## src/design/clut_pkg.sv

```systemverilog
// ----------------------------------------------------------------------------
// clut_pkg
// Shared constants, ramp tables and helper functions of the colormap table
// entry generator.
// ----------------------------------------------------------------------------
package clut_pkg;

    // Q0.16 positions; 1.0 needs the 17th bit
    localparam int ONE_Q16 = 65536;
    localparam int Q_W     = 17;

    // ramp storage
    localparam int RAMP_SLOTS = 8;
    localparam int SLOT_W     = $clog2(RAMP_SLOTS);
    localparam int MAX_STOPS  = 8;
    localparam int CNT_W      = $clog2(RAMP_SLOTS + 1);

    // table index to position: t = round(idx * ONE / TABLE_LAST)
    localparam int TABLE_ENTRIES = 256;
    localparam int TABLE_LAST    = TABLE_ENTRIES - 1;
    localparam int T_STEP        = ONE_Q16 / TABLE_LAST;
    localparam int T_REM         = ONE_Q16 % TABLE_LAST;
    localparam int T_HALF        = TABLE_LAST / 2;

    // shared divider: 16 quotient bits, 17-bit divisor
    localparam int DIV_Q_W = 16;
    localparam int DIV_D_W = 17;
    localparam int DIV_N_W = DIV_D_W + DIV_Q_W;

    // floor(x / 1000) for x < 2^26 as (x * RECIP_1000) >> RECIP_SHIFT
    localparam int          RECIP_SHIFT = 36;
    localparam logic [26:0] RECIP_1000  = 27'd68719477;
    localparam logic [25:0] ROUND_1000  = 26'd500;

    typedef struct packed {
        logic busy;
        logic done;
    } t_div_status;

    // stop positions in thousandths, base stop at -1000
    localparam logic signed [10:0] STOP_POS [4][RAMP_SLOTS] = '{
        '{-11'sd1000, 11'sd0, 11'sd256, 11'sd512, 11'sd767, 11'sd1000, 11'sd0, 11'sd0},
        '{-11'sd1000, 11'sd0, 11'sd186, 11'sd360, 11'sd512, 11'sd674, 11'sd826,
          11'sd1000},
        '{-11'sd1000, 11'sd0, 11'sd227, 11'sd455, 11'sd705, 11'sd1000, 11'sd0, 11'sd0},
        '{-11'sd1000, 11'sd0, 11'sd209, 11'sd419, 11'sd628, 11'sd826, 11'sd1000, 11'sd0}
    };

    localparam logic [23:0] STOP_RGB [4][RAMP_SLOTS] = '{
        '{24'h1e0a2e, 24'h440154, 24'h375ea3, 24'h16a097, 24'h5fd552, 24'hfdee18,
          24'h000000, 24'h000000},
        '{24'h1a0e2e, 24'h30123b, 24'h4467f4, 24'h1bc7d4, 24'h28ec8b, 24'h9bfb4d,
          24'hfdab32, 24'hd23105},
        '{24'h23263a, 24'h3a2f6e, 24'h7d2bc4, 24'he01d74, 24'hff7a14, 24'hffe61f,
          24'h000000, 24'h000000},
        '{24'h111111, 24'h00004a, 24'h0000ff, 24'h00ffff, 24'hffff00, 24'hff0000,
          24'hffffff, 24'h000000}
    };

    localparam logic [CNT_W-1:0] RAMP_LEN [4] = '{
        CNT_W'(6), CNT_W'(8), CNT_W'(6), CNT_W'(7)
    };

    // usable stop count of a ramp: capped by MAX_STOPS, at least two
    function automatic logic [CNT_W-1:0] ramp_count(input logic [1:0] scheme);
        logic [CNT_W-1:0] n;
        n = RAMP_LEN[scheme];
        if (n > CNT_W'(MAX_STOPS)) begin
            n = CNT_W'(MAX_STOPS);
        end
        if (n < CNT_W'(2)) begin
            n = CNT_W'(2);
        end
        return n;
    endfunction

    // rounded position of a table index, Q0.16
    function automatic logic [Q_W-1:0] t_of_index(input logic [7:0] idx);
        logic [Q_W-1:0] base;
        logic [9:0]     rnd;
        base = Q_W'(idx) * Q_W'(T_STEP);
        rnd  = 10'(idx) * 10'(T_REM) + 10'(T_HALF);
        return base + ((rnd >= 10'(TABLE_LAST)) ? Q_W'(1) : Q_W'(0));
    endfunction

endpackage

```

## src/design/clut_div.sv

```systemverilog
// ----------------------------------------------------------------------------
// clut_div
// Shared radix-2 restoring divider, one quotient bit per cycle.
// ----------------------------------------------------------------------------
module clut_div (
    input  logic                          i_clk,
    input  logic                          i_rst_n,
    input  logic                          i_start,
    input  logic [clut_pkg::DIV_N_W-1:0]  i_dividend,
    input  logic [clut_pkg::DIV_D_W-1:0]  i_divisor,
    output clut_pkg::t_div_status         o_status,
    output logic [clut_pkg::DIV_Q_W-1:0]  o_quotient
);

    // dividend must be below divisor << DIV_Q_W
    logic                                r_busy;
    logic                                r_done;
    logic [$clog2(clut_pkg::DIV_Q_W)-1:0] r_cnt;
    logic [clut_pkg::DIV_D_W-1:0]        r_rem;
    logic [clut_pkg::DIV_D_W-1:0]        r_div;
    logic [clut_pkg::DIV_Q_W-1:0]        r_low;
    logic [clut_pkg::DIV_Q_W-1:0]        r_quo;

    logic [clut_pkg::DIV_D_W:0]          trial;
    logic [clut_pkg::DIV_D_W:0]          diff;
    logic                                ge;
    logic [clut_pkg::DIV_D_W-1:0]        n_rem;

    always_comb begin
        trial = {r_rem, r_low[clut_pkg::DIV_Q_W-1]};
        diff  = trial - {1'b0, r_div};
        ge    = (trial >= {1'b0, r_div});
        n_rem = ge ? diff[clut_pkg::DIV_D_W-1:0] : trial[clut_pkg::DIV_D_W-1:0];
    end

    always_ff @(posedge i_clk) begin
        if (!i_rst_n) begin
            r_busy <= 1'b0;
            r_done <= 1'b0;
        end else begin
            r_done <= 1'b0;
            if (i_start) begin
                r_busy <= 1'b1;
                r_cnt  <= '1;
                r_rem  <= i_dividend[clut_pkg::DIV_N_W-1:clut_pkg::DIV_Q_W];
                r_low  <= i_dividend[clut_pkg::DIV_Q_W-1:0];
                r_div  <= i_divisor;
            end else if (r_busy) begin
                r_rem <= n_rem;
                r_low <= {r_low[clut_pkg::DIV_Q_W-2:0], 1'b0};
                r_quo <= {r_quo[clut_pkg::DIV_Q_W-2:0], ge};
                r_cnt <= r_cnt - 1'b1;
                if (r_cnt == '0) begin
                    r_busy <= 1'b0;
                    r_done <= 1'b1;
                end
            end
        end
    end

    assign o_status.busy = r_busy;
    assign o_status.done = r_done;
    assign o_quotient    = r_quo;

endmodule

```

## src/design/colormap_lut_entry_generator.sv

```systemverilog
// ----------------------------------------------------------------------------
// colormap_lut_entry_generator
// RGB color of one entry of a spectrum colormap table, interpolated between
// the stops of a fixed ramp whose lower part is bent around a noise knee.
// ----------------------------------------------------------------------------
//
//  channel   direction  handshake                  payload
//  --------  ---------  -------------------------  ------------------------
//  cfg       in         i_cfg_we                   i_cfg_index, i_cfg_data
//  request   in         i_in_valid / o_in_stall    i_index
//  result    out        o_out_valid / i_out_stall  o_red, o_green, o_blue
//
//  Requests: one at a time. The time from accept to result grows with the
//  stops walked (2..8) and is shorter when the fraction saturates or the
//  stop pair is empty, since no fraction division is then needed. The stop
//  walk (multiplier passes for each stop) and the divider set this time.
//  The knee is cached; the first request after a floor or ceiling write
//  waits for its division unless the knee clamps to 0 or 1.
//  Reset: synchronous, active low; config returns to viridis, -110/-20 dBm.
//  The result register frees the core, so a stalled result only holds the
//  next request at its last step.
// ----------------------------------------------------------------------------
module colormap_lut_entry_generator (
    input  logic        i_clk,
    input  logic        i_rst_n,
    input  logic        i_cfg_we,
    input  logic [1:0]  i_cfg_index,
    input  logic [11:0] i_cfg_data,
    input  logic        i_in_valid,
    output logic        o_in_stall,
    input  logic [7:0]  i_index,
    output logic        o_out_valid,
    input  logic        i_out_stall,
    output logic [7:0]  o_red,
    output logic [7:0]  o_green,
    output logic [7:0]  o_blue
);

    localparam int QW = clut_pkg::Q_W;
    localparam int SW = clut_pkg::SLOT_W;

    localparam logic signed [12:0] NOISE_LEVEL = -13'sd1440;
    localparam logic signed [11:0] FLOOR_RESET = -12'sd1760;
    localparam logic signed [11:0] CEIL_RESET  = -12'sd320;
    localparam logic [QW-1:0]      Q_ONE       = QW'(clut_pkg::ONE_Q16);
    localparam logic signed [18:0] POS_ONE     = 19'sd65536;

    typedef enum logic [1:0] {
        REG_SCHEME = 2'd0,
        REG_FLOOR  = 2'd1,
        REG_CEIL   = 2'd2
    } t_cfg_reg;

    typedef enum logic [3:0] {
        S_IDLE,
        S_KNEE,
        S_POS_MUL,
        S_POS_SCALE,
        S_POS_CMP,
        S_F_DIV,
        S_MIX_R,
        S_MIX_G,
        S_MIX_B,
        S_MIX_END
    } t_state;

    // rounded channel blend: (a*2^16 + (b-a)*f + 2^15) >> 16
    function automatic logic [7:0] mix_channel(input logic [7:0] a,
                                               input logic signed [55:0] prod);
        logic signed [26:0] sum;
        sum = $signed({3'b000, a, 16'h0000}) + $signed(prod[26:0]) + 27'sd32768;
        return sum[23:16];
    endfunction

    // ---------------- registers ----------------
    t_state                   r_state;
    logic [1:0]               r_scheme;
    logic signed [11:0]       r_floor;
    logic signed [11:0]       r_ceil;
    logic                     r_knee_ok;
    logic [QW-1:0]            r_knee;
    logic [QW-1:0]            r_t;
    logic [QW-1:0]            r_lo;
    logic [QW-1:0]            r_f;
    logic [SW-1:0]            r_sidx;
    logic signed [55:0]       r_prod;
    logic [7:0]               r_ch_red;
    logic [7:0]               r_ch_green;
    logic                     r_out_valid;
    logic [7:0]               r_out_red;
    logic [7:0]               r_out_green;
    logic [7:0]               r_out_blue;

    // ---------------- combinational ----------------
    logic                     accept;
    logic signed [12:0]       num;
    logic signed [12:0]       span;
    logic signed [12:0]       num_a;
    logic signed [12:0]       span_a;
    logic                     knee_zero;
    logic                     knee_full;

    logic [SW-1:0]            midx;
    logic signed [10:0]       p_mul;
    logic signed [10:0]       p_cur;
    logic [9:0]               p_mag;
    logic [QW-1:0]            p_factor;
    logic [25:0]              scale_in;
    logic [QW-1:0]            q_pos;
    logic signed [18:0]       pos_raw;
    logic [QW-1:0]            pos;
    logic [clut_pkg::CNT_W-1:0] count;
    logic                     last_stop;
    logic                     found;
    logic signed [17:0]       d_t;
    logic signed [17:0]       w_pair;
    logic                     f_divide;

    logic [23:0]              rgb_a;
    logic [23:0]              rgb_b;
    logic [7:0]               mul_ch_a;
    logic [7:0]               mul_ch_b;
    logic [7:0]               res_ch_a;
    logic [7:0]               mix_out;

    logic signed [27:0]       mul_a;
    logic signed [27:0]       mul_b;
    logic signed [55:0]       product;

    logic                          div_start;
    logic [clut_pkg::DIV_N_W-1:0]  div_dividend;
    logic [clut_pkg::DIV_D_W-1:0]  div_divisor;
    clut_pkg::t_div_status         div_stat;
    logic [clut_pkg::DIV_Q_W-1:0]  div_quo;

    assign accept     = i_in_valid && (r_state == S_IDLE);
    assign o_in_stall = (r_state != S_IDLE);

    // knee = (noise - floor) / (ceiling - floor), sign folded into the span
    always_comb begin
        num       = NOISE_LEVEL - $signed({r_floor[11], r_floor});
        span      = $signed({r_ceil[11], r_ceil}) - $signed({r_floor[11], r_floor});
        num_a     = (span < 13'sd0) ? -num : num;
        span_a    = (span < 13'sd0) ? -span : span;
        knee_zero = (span == 13'sd0) || (num_a <= 13'sd0);
        knee_full = (num_a >= span_a);
    end

    // stop position: knee +/- floor((|p| * factor + 500) / 1000), clamped
    always_comb begin
        midx     = (r_state == S_POS_CMP) ? r_sidx + SW'(1) : r_sidx;
        p_mul    = clut_pkg::STOP_POS[r_scheme][midx];
        p_cur    = clut_pkg::STOP_POS[r_scheme][r_sidx];
        p_mag    = (p_mul < 11'sd0) ? 10'(-p_mul) : 10'(p_mul);
        p_factor = (p_mul < 11'sd0) ? r_knee : (Q_ONE - r_knee);
        scale_in = r_prod[25:0] + clut_pkg::ROUND_1000;
        q_pos    = r_prod[clut_pkg::RECIP_SHIFT +: QW];
        if (p_cur < 11'sd0) begin
            pos_raw = $signed({2'b00, r_knee}) - $signed({2'b00, q_pos});
        end else begin
            pos_raw = $signed({2'b00, r_knee}) + $signed({2'b00, q_pos});
        end
        if (pos_raw < 19'sd0) begin
            pos = '0;
        end else if (pos_raw > POS_ONE) begin
            pos = Q_ONE;
        end else begin
            pos = pos_raw[QW-1:0];
        end
    end

    // bracketing pair search and fraction setup
    always_comb begin
        count     = clut_pkg::ramp_count(r_scheme);
        last_stop = (clut_pkg::CNT_W'(r_sidx) == count - clut_pkg::CNT_W'(1));
        found     = (r_sidx != '0) && ((pos >= r_t) || last_stop);
        d_t       = $signed({1'b0, r_t}) - $signed({1'b0, r_lo});
        w_pair    = $signed({1'b0, pos}) - $signed({1'b0, r_lo});
        f_divide  = (w_pair > 18'sd0) && (d_t >= 18'sd0) && (d_t < w_pair);
    end

    // channel selection for the blend passes
    always_comb begin
        rgb_a    = clut_pkg::STOP_RGB[r_scheme][r_sidx - SW'(1)];
        rgb_b    = clut_pkg::STOP_RGB[r_scheme][r_sidx];
        mul_ch_a = rgb_a[7:0];
        mul_ch_b = rgb_b[7:0];
        res_ch_a = rgb_a[7:0];
        case (r_state)
            S_MIX_R: begin
                mul_ch_a = rgb_a[23:16];
                mul_ch_b = rgb_b[23:16];
            end
            S_MIX_G: begin
                mul_ch_a = rgb_a[15:8];
                mul_ch_b = rgb_b[15:8];
                res_ch_a = rgb_a[23:16];
            end
            S_MIX_B: begin
                res_ch_a = rgb_a[15:8];
            end
            default: begin
            end
        endcase
        mix_out = mix_channel(res_ch_a, r_prod);
    end

    // the one multiplier, shared by stop scaling and channel blending
    always_comb begin
        mul_a = '0;
        mul_b = '0;
        case (r_state)
            S_POS_MUL, S_POS_CMP: begin
                mul_a = $signed({18'd0, p_mag});
                mul_b = $signed({11'd0, p_factor});
            end
            S_POS_SCALE: begin
                mul_a = $signed({2'b00, scale_in});
                mul_b = $signed({1'b0, clut_pkg::RECIP_1000});
            end
            S_MIX_R, S_MIX_G, S_MIX_B: begin
                mul_a = 28'($signed({1'b0, mul_ch_b}) - $signed({1'b0, mul_ch_a}));
                mul_b = $signed({11'd0, r_f});
            end
            default: begin
            end
        endcase
        product = mul_a * mul_b;
    end

    // divider requests: knee on a cold cache, fraction inside a pair
    always_comb begin
        if (r_state == S_IDLE) begin
            div_start    = accept && !r_knee_ok && !knee_zero && !knee_full;
            div_dividend = clut_pkg::DIV_N_W'({num_a[11:0], 16'h0000})
                         + clut_pkg::DIV_N_W'(span_a[11:1]);
            div_divisor  = clut_pkg::DIV_D_W'(span_a[11:0]);
        end else begin
            div_start    = (r_state == S_POS_CMP) && found && f_divide;
            div_dividend = clut_pkg::DIV_N_W'({d_t[15:0], 16'h0000})
                         + clut_pkg::DIV_N_W'(w_pair[16:1]);
            div_divisor  = w_pair[16:0];
        end
    end

    clut_div u_div (
        .i_clk      (i_clk),
        .i_rst_n    (i_rst_n),
        .i_start    (div_start),
        .i_dividend (div_dividend),
        .i_divisor  (div_divisor),
        .o_status   (div_stat),
        .o_quotient (div_quo)
    );

    // ---------------- sequencer ----------------
    always_ff @(posedge i_clk) begin
        if (!i_rst_n) begin
            r_state     <= S_IDLE;
            r_scheme    <= 2'd0;
            r_floor     <= FLOOR_RESET;
            r_ceil      <= CEIL_RESET;
            r_knee_ok   <= 1'b0;
            r_out_valid <= 1'b0;
        end else begin
            if (i_cfg_we) begin
                unique case (t_cfg_reg'(i_cfg_index))
                    REG_SCHEME: r_scheme <= i_cfg_data[1:0];
                    REG_FLOOR: begin
                        r_floor   <= $signed(i_cfg_data);
                        r_knee_ok <= 1'b0;
                    end
                    REG_CEIL: begin
                        r_ceil    <= $signed(i_cfg_data);
                        r_knee_ok <= 1'b0;
                    end
                    default: begin
                    end
                endcase
            end

            if (r_out_valid && !i_out_stall) begin
                r_out_valid <= 1'b0;
            end

            unique case (r_state)
                S_IDLE: begin
                    if (accept) begin
                        r_t    <= clut_pkg::t_of_index(i_index);
                        r_sidx <= '0;
                        if (r_knee_ok) begin
                            r_state <= S_POS_MUL;
                        end else if (knee_zero) begin
                            r_knee    <= '0;
                            r_knee_ok <= 1'b1;
                            r_state   <= S_POS_MUL;
                        end else if (knee_full) begin
                            r_knee    <= Q_ONE;
                            r_knee_ok <= 1'b1;
                            r_state   <= S_POS_MUL;
                        end else begin
                            r_state <= S_KNEE;
                        end
                    end
                end
                S_KNEE: begin
                    if (div_stat.done) begin
                        r_knee    <= {1'b0, div_quo};
                        r_knee_ok <= 1'b1;
                        r_state   <= S_POS_MUL;
                    end
                end
                S_POS_MUL: begin
                    r_prod  <= product;
                    r_state <= S_POS_SCALE;
                end
                S_POS_SCALE: begin
                    r_prod  <= product;
                    r_state <= S_POS_CMP;
                end
                S_POS_CMP: begin
                    // next stop's first pass overlaps this compare
                    r_prod <= product;
                    if (found) begin
                        if (f_divide) begin
                            r_state <= S_F_DIV;
                        end else begin
                            // empty pair or t below it: 0; past the pair: 1
                            r_f     <= (w_pair > 18'sd0 && d_t >= 18'sd0) ? Q_ONE : '0;
                            r_state <= S_MIX_R;
                        end
                    end else begin
                        r_lo    <= pos;
                        r_sidx  <= r_sidx + SW'(1);
                        r_state <= S_POS_SCALE;
                    end
                end
                S_F_DIV: begin
                    if (div_stat.done) begin
                        r_f     <= {1'b0, div_quo};
                        r_state <= S_MIX_R;
                    end
                end
                S_MIX_R: begin
                    r_prod  <= product;
                    r_state <= S_MIX_G;
                end
                S_MIX_G: begin
                    r_ch_red <= mix_out;
                    r_prod   <= product;
                    r_state  <= S_MIX_B;
                end
                S_MIX_B: begin
                    r_ch_green <= mix_out;
                    r_prod     <= product;
                    r_state    <= S_MIX_END;
                end
                S_MIX_END: begin
                    if (!r_out_valid || !i_out_stall) begin
                        r_out_valid <= 1'b1;
                        r_out_red   <= r_ch_red;
                        r_out_green <= r_ch_green;
                        r_out_blue  <= mix_out;
                        r_state     <= S_IDLE;
                    end
                end
                default: r_state <= S_IDLE;
            endcase
        end
    end

    assign o_out_valid = r_out_valid;
    assign o_red       = r_out_red;
    assign o_green     = r_out_green;
    assign o_blue      = r_out_blue;

    // ---------------- assertions ----------------
    a_busy_after_accept: assert property (@(posedge i_clk) disable iff (!i_rst_n)
        accept |=> o_in_stall)
        else $error("request core not busy after accept");

    a_div_not_reused: assert property (@(posedge i_clk) disable iff (!i_rst_n)
        div_start |-> !div_stat.busy)
        else $error("divider started while busy");

    a_knee_cached: assert property (@(posedge i_clk) disable iff (!i_rst_n)
        (r_state == S_KNEE && div_stat.done && !i_cfg_we) |=> r_knee_ok)
        else $error("knee result not cached");

    a_knee_range: assert property (@(posedge i_clk) disable iff (!i_rst_n)
        r_knee_ok |-> (r_knee <= Q_ONE))
        else $error("knee above 1.0");

    a_frac_range: assert property (@(posedge i_clk) disable iff (!i_rst_n)
        (r_state == S_MIX_R) |-> (r_f <= Q_ONE))
        else $error("fraction above 1.0");

endmodule

```

## config.mk

```make
export PLATFORM = sky130hd
export DESIGN_NAME = colormap_lut_entry_generator
export DESIGN_NICKNAME = d
export VERILOG_FILES = /design/src/design/clut_pkg.sv /design/src/design/clut_div.sv /design/src/design/colormap_lut_entry_generator.sv
export SDC_FILE = /design/constraint.sdc
export NUM_CORES = 2
export LEC_CHECK = 0
export ABC_AREA = 1
export BUFFER_PORTS_ARGS = -buffer_cell sky130_fd_sc_hd__buf_2
export CORE_UTILIZATION = 45
export CTS_CLUSTER_DIAMETER = 120
export DETAILED_ROUTE_END_ITERATION = 6
export GPL_TIMING_DRIVEN = 0
export PLACE_DENSITY = 0.68
export SLEW_MARGIN = 10
export SYNTH_ARGS = -nofsm -noshare
export SYNTH_HDL_FRONTEND = slang
export SYNTH_SLANG_ARGS = --single-unit
```

## constraint.sdc

```tcl
create_clock -name i_clk -period 13.4 [get_ports i_clk]
set_input_delay 2.01 -clock i_clk [delete_from_list [all_inputs] [get_ports i_clk]]
set_output_delay 2.01 -clock i_clk [all_outputs]
set_load 0.05 [all_outputs]
```

* Word-level counts from Yosys, hierarchy flattened *
Index checks and enable logic that the tools add are counted.

cells by class
  add/sub/neg operators = 23
  multipliers = 2
  order comparisons = 19
  equal/unequal tests = 21
  muxes and demuxes = 84
  bitwise logic cells = 8
  reductions and logical operators = 49

operators with widths
  operator               count
  $bmux 192 s2           1
  $mux 192               2
  $mux 17                14
  $bmux 88 s2            1
  $mux 88                2
  $bmux 24 s3            2
  $mux 24                4
  $pmux 28 s3            1
  $pmux 27 s3            1
  $pmux 17 s2            2
  $bmux 11 s3            2
  $sub 17x17->18         3
  $mul 28x28->53         1
  $pmux 8 s2             3
  $mux 11                4
  $mux 4                 10
  $pmux 4 s10            1
  $add 32x16->33         1
  $mux 33                1
  $mux 16                2
  $add 28x11->29         1
  $add 26x9->26 const B  1
  $mux 13                2
  $neg 13->13            2
  other kinds (70)       142

storage, ports and cells
  register bits = 268
  input port bits = 27
  output and inout port bits = 26

* Longest topological paths before layout *
  depth in word-level cells = 20
  mapped depth = 61

* By module *
Synthesis repeated with hierarchy kept, for this count alone.

unflattened totals
  cells, all modules = 5622
  area total of the unflattened synthesis = 43242.7 µm²

modules (own cells, without submodules)
  module                        instances  cells each  area an instance (µm²)  sequential area each (µm²)
  colormap_lut_entry_generator  1          5139        39122.5                 5265.0
  clut_div                      1          483         4120.2                  2142.1

* Least setup slack after synthesis *
No wires, ideal clock.

  kind = register to register
  from = register r_sidx[0]
  to = register r_prod[50] (data pin)
  setup time = 268 ps
  arrival time = 10593 ps
  required time = 13132 ps
  path slack = 2539 ps
  stages on the path, launching flop included = 52
  buffers on the path = 5
  period minus slack after synthesis = 10861 ps
  cell sequence = edfxtp_1 > clkinv_1 > clkbuf_1 > ha_1 > inv_1 > clkbuf_1 > clkbuf_1 > o22ai_1 > a21boi_0 > nand2_1 > nand3_1 > ha_1 > inv_1 > fa_1 > nand2_1 > inv_1 > o21ai_0 > nand2_1 > [16 not listed] > fa_1 > inv_1 > fa_1 > inv_1 > fa_1 > inv_1 > fa_1 > inv_1 > fa_1 > inv_1 > ha_1 > a21oi_1 > a21boi_0 > a21oi_1 > a211oi_1 > nand3_1 > a211oi_1 > xor2_1

on the way
  longest elaborated chain between the ends = 10

ends and longest elaborated chain
  what                                               line                                                                      text
  start, declared                                    colormap_lut_entry_generator.sv:85                                        logic [SW-1:0] r_sidx;
  start signal, assigned                             colormap_lut_entry_generator.sv:334                                       r_sidx <= r_sidx + SW'(1);
  $add 3x1->3                                        colormap_lut_entry_generator.sv:151                                       midx = (r_state == S_POS_CMP) ? r_sidx + SW'(1) : r_sidx;
  $mux 3                                             colormap_lut_entry_generator.sv:151
  $not 3->4 (not written as such)                    colormap_lut_entry_generator.sv:152                                       p_mul = clut_pkg::STOP_POS[r_scheme][midx];
  $bmux 11 s3                                        colormap_lut_entry_generator.sv:152
  $mux 11 (not written as such) (2 in a row)         colormap_lut_entry_generator.sv:152
  $neg 10->10 / $lt 11x1->1 (equally long branches)  colormap_lut_entry_generator.sv:154, colormap_lut_entry_generator.sv:155
  $mux 10 / $mux 17 (equally long branches)          colormap_lut_entry_generator.sv:154, colormap_lut_entry_generator.sv:155
  $pmux 28 s3 / $pmux 27 s3 (equally long branches)  colormap_lut_entry_generator.sv:212                                       case (r_state)
  $mul 28x28->53 (*)                                 colormap_lut_entry_generator.sv:228                                       product = mul_a * mul_b;
  via product[50]                                    colormap_lut_entry_generator.sv:128                                       logic signed [55:0] product;
  end signal, assigned                               colormap_lut_entry_generator.sv:314                                       r_prod <= product;
  end signal, assigned                               colormap_lut_entry_generator.sv:318                                       r_prod <= product;
  end signal, assigned                               colormap_lut_entry_generator.sv:323                                       r_prod <= product;
  end, declared                                      colormap_lut_entry_generator.sv:86                                        logic signed [55:0] r_prod;

Mark *: on every way through the listed nets, which the timed path passes. The rest lies on a longest branch. The select of a mux whose other input is x is not followed.
A chain may end at the register's enable or synchronous reset.

* Final worst setup path *
  from = register r_scheme[0]
  to = register r_prod[50] (data pin)

on the way
  longest elaborated chain between the ends = 11

ends and longest elaborated chain
  what                                                                           line                                                                                                           text
  start, declared                                                                colormap_lut_entry_generator.sv:77                                                                             logic [1:0] r_scheme;
  start signal, assigned                                                         colormap_lut_entry_generator.sv:268                                                                            REG_SCHEME: r_scheme <= i_cfg_data[1:0];
  $not 2->3 (not written as such) (*)                                            colormap_lut_entry_generator.sv:152, colormap_lut_entry_generator.sv:184, colormap_lut_entry_generator.sv:185
  $bmux 192 s2 / $bmux 88 s2 (equally long branches)                             colormap_lut_entry_generator.sv:184, colormap_lut_entry_generator.sv:185, colormap_lut_entry_generator.sv:152
  $mux 192 (not written as such) / $mux 88 (equally long branches) (2 in a row)  colormap_lut_entry_generator.sv:184, colormap_lut_entry_generator.sv:185, colormap_lut_entry_generator.sv:152
  $bmux 24 s3, or another cell as far along                                      colormap_lut_entry_generator.sv:185                                                                            rgb_b = clut_pkg::STOP_RGB[r_scheme][r_sidx];
  $mux 24 (not written as such), or another cell as far along (2 in a row)       colormap_lut_entry_generator.sv:185
  $pmux 8 s2, or another cell as far along                                       colormap_lut_entry_generator.sv:189                                                                            case (r_state)
  $sub 8x8->9, or another cell as far along                                      colormap_lut_entry_generator.sv:222                                                                            mul_a = 28'($signed({1'b0, mul_ch_b}) - $signed({1'b0, mul_ch_a}));
  $pmux 28 s3 / $pmux 27 s3 (equally long branches)                              colormap_lut_entry_generator.sv:212
  $mul 28x28->53 (*)                                                             colormap_lut_entry_generator.sv:228
  via product[50]                                                                colormap_lut_entry_generator.sv:128

Marked as above.

==> impl_metrics.prom <==
# TYPE chip_impl_metric gauge
chip_impl_metric{name="vias_per_cell",unit=""} 5.263
chip_impl_metric{name="cts_buffers",unit=""} 30
chip_impl_info{name="synth_top_cell_by_area",value="sky130_fd_sc_hd__fa_1"} 1
chip_impl_metric{name="post_layout_instance_count_excluding_filler_cells",unit=""} 6999
chip_impl_metric{name="nets",unit=""} 6716
chip_impl_metric{name="floorplan.die_area",unit="um2"} 97150
chip_impl_metric{name="grt_first_pass_wirelength",unit="um"} 201900
chip_impl_info{name="critical-path-top-cell-by-count",value="sky130_fd_sc_hd__inv_1"} 1
chip_impl_metric{name="vias",unit=""} 36830
chip_impl_metric{name="layout_min_cycle_time",unit="ns"} 12.85
chip_impl_metric{name="timing.slew.headroom",unit=""} 0.02948
chip_impl_info{name="slowest_stage",value="sky130_fd_sc_hd__fa_1"} 1
chip_impl_metric{name="clock_insertion_delay_worst_skew",unit="ns"} 0.61
chip_impl_info{name="post_synth_main_area_contributors",value="sky130_fd_sc_hd__fa_1 26%, sky130_fd_sc_hd__edfxtp_1 16%, sky130_fd_sc_hd__inv_1 13%"} 1
chip_impl_metric{name="max_slew.worst_pin.slew",unit="ns"} 1.445
chip_impl_metric{name="die_w",unit="um"} 311.7
chip_impl_metric{name="synthesis.area",unit="um2"} 43160
chip_impl_metric{name="finalHoldViolCount",unit=""} 0
chip_impl_metric{name="drive_above_1_share",unit=""} 0.04674
chip_impl_info{name="crit_path_end_kind",value="register"} 1
chip_impl_metric{name="initial_utilization",unit=""} 0.4543
chip_impl_metric{name="wl_per_cell",unit="um"} 18.41
chip_impl_metric{name="area_growth_syn_to_layout",unit="%"} 7.033
chip_impl_metric{name="syn_inst",unit=""} 5617
chip_impl_metric{name="clk_transition_reported_paths",unit="ns"} 0.06
chip_impl_info{name="synthFlopType",value="sky130_fd_sc_hd__edfxtp_1"} 1
chip_impl_metric{name="max-vdd-ir-drop",unit="mV"} 0.1159
chip_impl_metric{name="crit_path_max_incr_delay",unit="ns"} 0.74
chip_impl_metric{name="share_of_synthesized_flip_flops_with_an_asynchronous_set_or_reset",unit=""} 0
chip_impl_metric{name="wl_met1",unit="um"} 56130
chip_impl_metric{name="grt_antenna_before_repair",unit=""} 1
chip_impl_metric{name="cts-root-to-sink-buffers",unit=""} 3
chip_impl_metric{name="worst-endpoint-arrival",unit="ns"} 13.16
chip_impl_metric{name="yosysWarnings",unit=""} 0
chip_impl_metric{name="met2WireLength",unit="um"} 57030
chip_impl_info{name="cts_tree",value="done"} 1
chip_impl_metric{name="synth-edff-count",unit=""} 224
chip_impl_metric{name="maxCapViolCount",unit=""} 0
chip_impl_metric{name="placement.cell_area",unit="um2"} 45170
chip_impl_info{name="synth_common_cells",value="1470 x sky130_fd_sc_hd__inv_1, 1031 x sky130_fd_sc_hd__nand2_1, 559 x sky130_fd_sc_hd__fa_1"} 1
chip_impl_metric{name="initialDrtViolationCount",unit=""} 3372
chip_impl_metric{name="drtPass1Iterations",unit=""} 7
chip_impl_metric{name="antenna_violating_nets_post_route",unit=""} 0
chip_impl_metric{name="detail_route.wirelength",unit="um"} 128900
chip_impl_metric{name="yosys_register_bits",unit=""} 258
chip_impl_metric{name="ff_latch_area",unit="um2"} 7408
chip_impl_metric{name="total_power",unit="uW"} 6166
chip_impl_info{name="failed_checks",value="design-rule violations"} 1
chip_impl_metric{name="grt_use_total",unit=""} 0.2663
chip_impl_metric{name="synth_seq_area_share",unit=""} 0.1716
chip_impl_metric{name="fmax",unit="GHz"} 0.07785
chip_impl_metric{name="fp.coreArea",unit="um2"} 95010
chip_impl_metric{name="timing.critical_path.fanout_max",unit=""} 10
chip_impl_metric{name="layout.filler_cells",unit=""} 9402
chip_impl_metric{name="grt_pass1_vias",unit=""} 35990
chip_impl_metric{name="grt_max_degree",unit=""} 34
chip_impl_metric{name="place_congestion",unit=""} 0.9924
chip_impl_metric{name="dpl.cell_count",unit=""} 6945
chip_impl_metric{name="ctsHtreeMaxLevel",unit=""} 1
chip_impl_metric{name="worstPathRequired",unit="ns"} 13.72
chip_impl_metric{name="antenna_diode_count",unit=""} 0
chip_impl_metric{name="leakage",unit="uW"} 0.02412
chip_impl_metric{name="synth_cell_type_count",unit=""} 69
chip_impl_metric{name="timing_max_transition_violations_final",unit=""} 0
chip_impl_info{name="critical_setup_path_class",value="register to register"} 1
chip_impl_metric{name="finalClockSkew",unit="ns"} 0.04419
chip_impl_metric{name="multiInputGateArea",unit="um2"} 29610
chip_impl_metric{name="dp_hpwl",unit="um"} 109000
chip_impl_metric{name="detail_route.drc_violations",unit=""} 1
chip_impl_metric{name="grt.overflow.total",unit=""} 0
chip_impl_info{name="hold_path.class",value="register to register"} 1
chip_impl_metric{name="boundaryPins",unit=""} 53
chip_impl_metric{name="io_buffer_count",unit=""} 52
chip_impl_info{name="clock-root-buffer",value="sky130_fd_sc_hd__clkbuf_16"} 1
chip_impl_metric{name="setup_viol_count_final",unit=""} 0
chip_impl_info{name="status",value="finished, violations left"} 1
chip_impl_metric{name="cts_num_sinks",unit=""} 258
chip_impl_metric{name="met3RoutedLength",unit="um"} 11650
chip_impl_metric{name="area_share_of_the_leading_cell_type_in_the_synthesized_netlist",unit=""} 0.2593
chip_impl_metric{name="avgSynthCellArea",unit="um2"} 7.684
chip_impl_metric{name="rows",unit=""} 113
chip_impl_metric{name="die_h",unit="um"} 311.7
chip_impl_info{name="element_type_at_the_critical_path_start",value="register"} 1
chip_impl_metric{name="post-route-period-util",unit=""} 0.9586
chip_impl_metric{name="power.density_cell_area",unit="nW/um2"} 133.5
chip_impl_info{name="highest_layer",value="met4"} 1
chip_impl_info{name="yosys.cell_count.top_type",value="sky130_fd_sc_hd__inv_1"} 1
chip_impl_metric{name="stdcell_area",unit="um2"} 46190
==> critical path, delay by kind of cell (launching register included) <==
family          cells  cell delay [ns]
flops               1             0.42
compound gates     10             2.17
simple gates       10             1.70
fa+ha+maj          11             5.53
buf+inv            18             2.62
xor+xnor            1             0.10
==> per-stage QoR <==
step | util | TNS [ns] | hold slack, ns | setup slack, ns
2_1_floorplan | - | 0 | 0.4003 | 2.539
3_5_place_dp | 0.4754 | -1.378 | 0.4057 | -0.4617
3_3_place_gp | 0.4738 | -1.265 | 0.4017 | -0.4458
5_1_grt | 0.4862 | -0.01443 | 0.4259 | -0.01443
4_1_cts | 0.4859 | 0 | 0.4197 | 0.007898
6_report | 0.4862 | 0 | 0.4172 | 0.5546
==> cell usage in the layout (no fill, tap or decap), types with 38 or more instances in the layout <==
| cell type | n |
|---|---|
| sky130_fd_sc_hd__nand3_1 | 179 |
| sky130_fd_sc_hd__o21ai_0 | 219 |
| sky130_fd_sc_hd__xnor2_1 | 42 |
| sky130_fd_sc_hd__xor2_1 | 89 |
| sky130_fd_sc_hd__fa_1 | 559 |
| sky130_fd_sc_hd__buf_2 | 95 |
| sky130_fd_sc_hd__inv_1 | 1470 |
| sky130_fd_sc_hd__nand2_1 | 1030 |
| sky130_fd_sc_hd__a21oi_1 | 267 |
| sky130_fd_sc_hd__clkbuf_1 | 60 |
| sky130_fd_sc_hd__edfxtp_1 | 224 |
| sky130_fd_sc_hd__nor3_1 | 38 |
| sky130_fd_sc_hd__ha_1 | 418 |
| sky130_fd_sc_hd__nand4_1 | 54 |
| sky130_fd_sc_hd__nor2_1 | 550 |
==> what timing repair did <==
item	CTS	global route
buffers inserted	0	1
pin swaps	0	1
hold buffers	0	0
resized for setup	10	21
endpoints found under the setup margin	7	16
==> power breakdown <==
| group | internal [uW] | switching [uW] | leakage (uW) |
|---|---|---|---|
| clock network | 470 | 354 | 0.000465 |
| registers | 1120 | 102 | 0.00236 |
| logic | 1260 | 2860 | 0.0213 |
| total | 2850 | 3320 | 0.0241 |
==> logic make-up after synthesis <==
| group | Yosys count | synth area share |
|---|---|---|
| DFF | 258 | 0.1716 |
| adders and majority gates | 977 | 0.3805 |
| xor gates and xnor gates | 131 | 0.02658 |
| AOI/OAI and AO/OA | 678 | 0.09071 |
| muxes | 7 | 0.001624 |
| and+or+nand+nor | 1935 | 0.1844 |
| buffers and inverters | 1630 | 0.1445 |
| other | 1 | 0.00008689 |
==> path summary, 6_finish.rpt <==
kind / end / start / cells after the start / slack [ns]
worst max register to register: r_prod[50]$_DFFE_PP_ / r_scheme[0]$_SDFFE_PN0P_ / 50 / 0.55
worst min register to register: o_green[3]$_DFFE_PP_ / r_ch_green[3]$_DFFE_PP_ / 0 / 0.42
worst min-delay path: o_green[3]$_DFFE_PP_ / r_ch_green[3]$_DFFE_PP_ / 0 / 0.42
worst max-delay path: r_prod[50]$_DFFE_PP_ / r_scheme[0]$_SDFFE_PN0P_ / 50 / 0.55
==> final cells by class <==
| type | instances | area share |
|---|---|---|
| Buffer | 124 | 0.01297 |
| Inverter | 1505 | 0.1224 |
| Clock inverter | 18 | 0.004225 |
| Timing Repair Buffer | 60 | 0.008126 |
| Sequential cell | 258 | 0.1604 |
| Multi-Input combinational cell | 3733 | 0.6409 |
| Clock buffer | 36 | 0.01674 |
| Tap cell | 1265 | 0.03426 |
==> sequential cells by signal, summed over array words and instances (netlist names), 4 cells and up <==
signal / flops
r_ceil: 12
r_t: 17
u_div.r_low: 16
r_state: 4
o_blue: 8
u_div.o_quotient: 16
u_div.r_rem: 17
r_ch_red: 8
o_green: 8
r_knee: 17
u_div.r_cnt: 4
o_red: 8
r_lo: 17
r_f: 17
r_prod: 43
r_floor: 12
u_div.r_div: 17
r_ch_green: 8
==> per-layer routing <==
metal  GRT usage  vias to the layer above
met5           0                        -
met2      0.4192                     1373
met3     0.04126                      231
li1            -                    17390
met1      0.3787                    17840
met4     0.07542                        0
(Power assumes the default switching activity.)
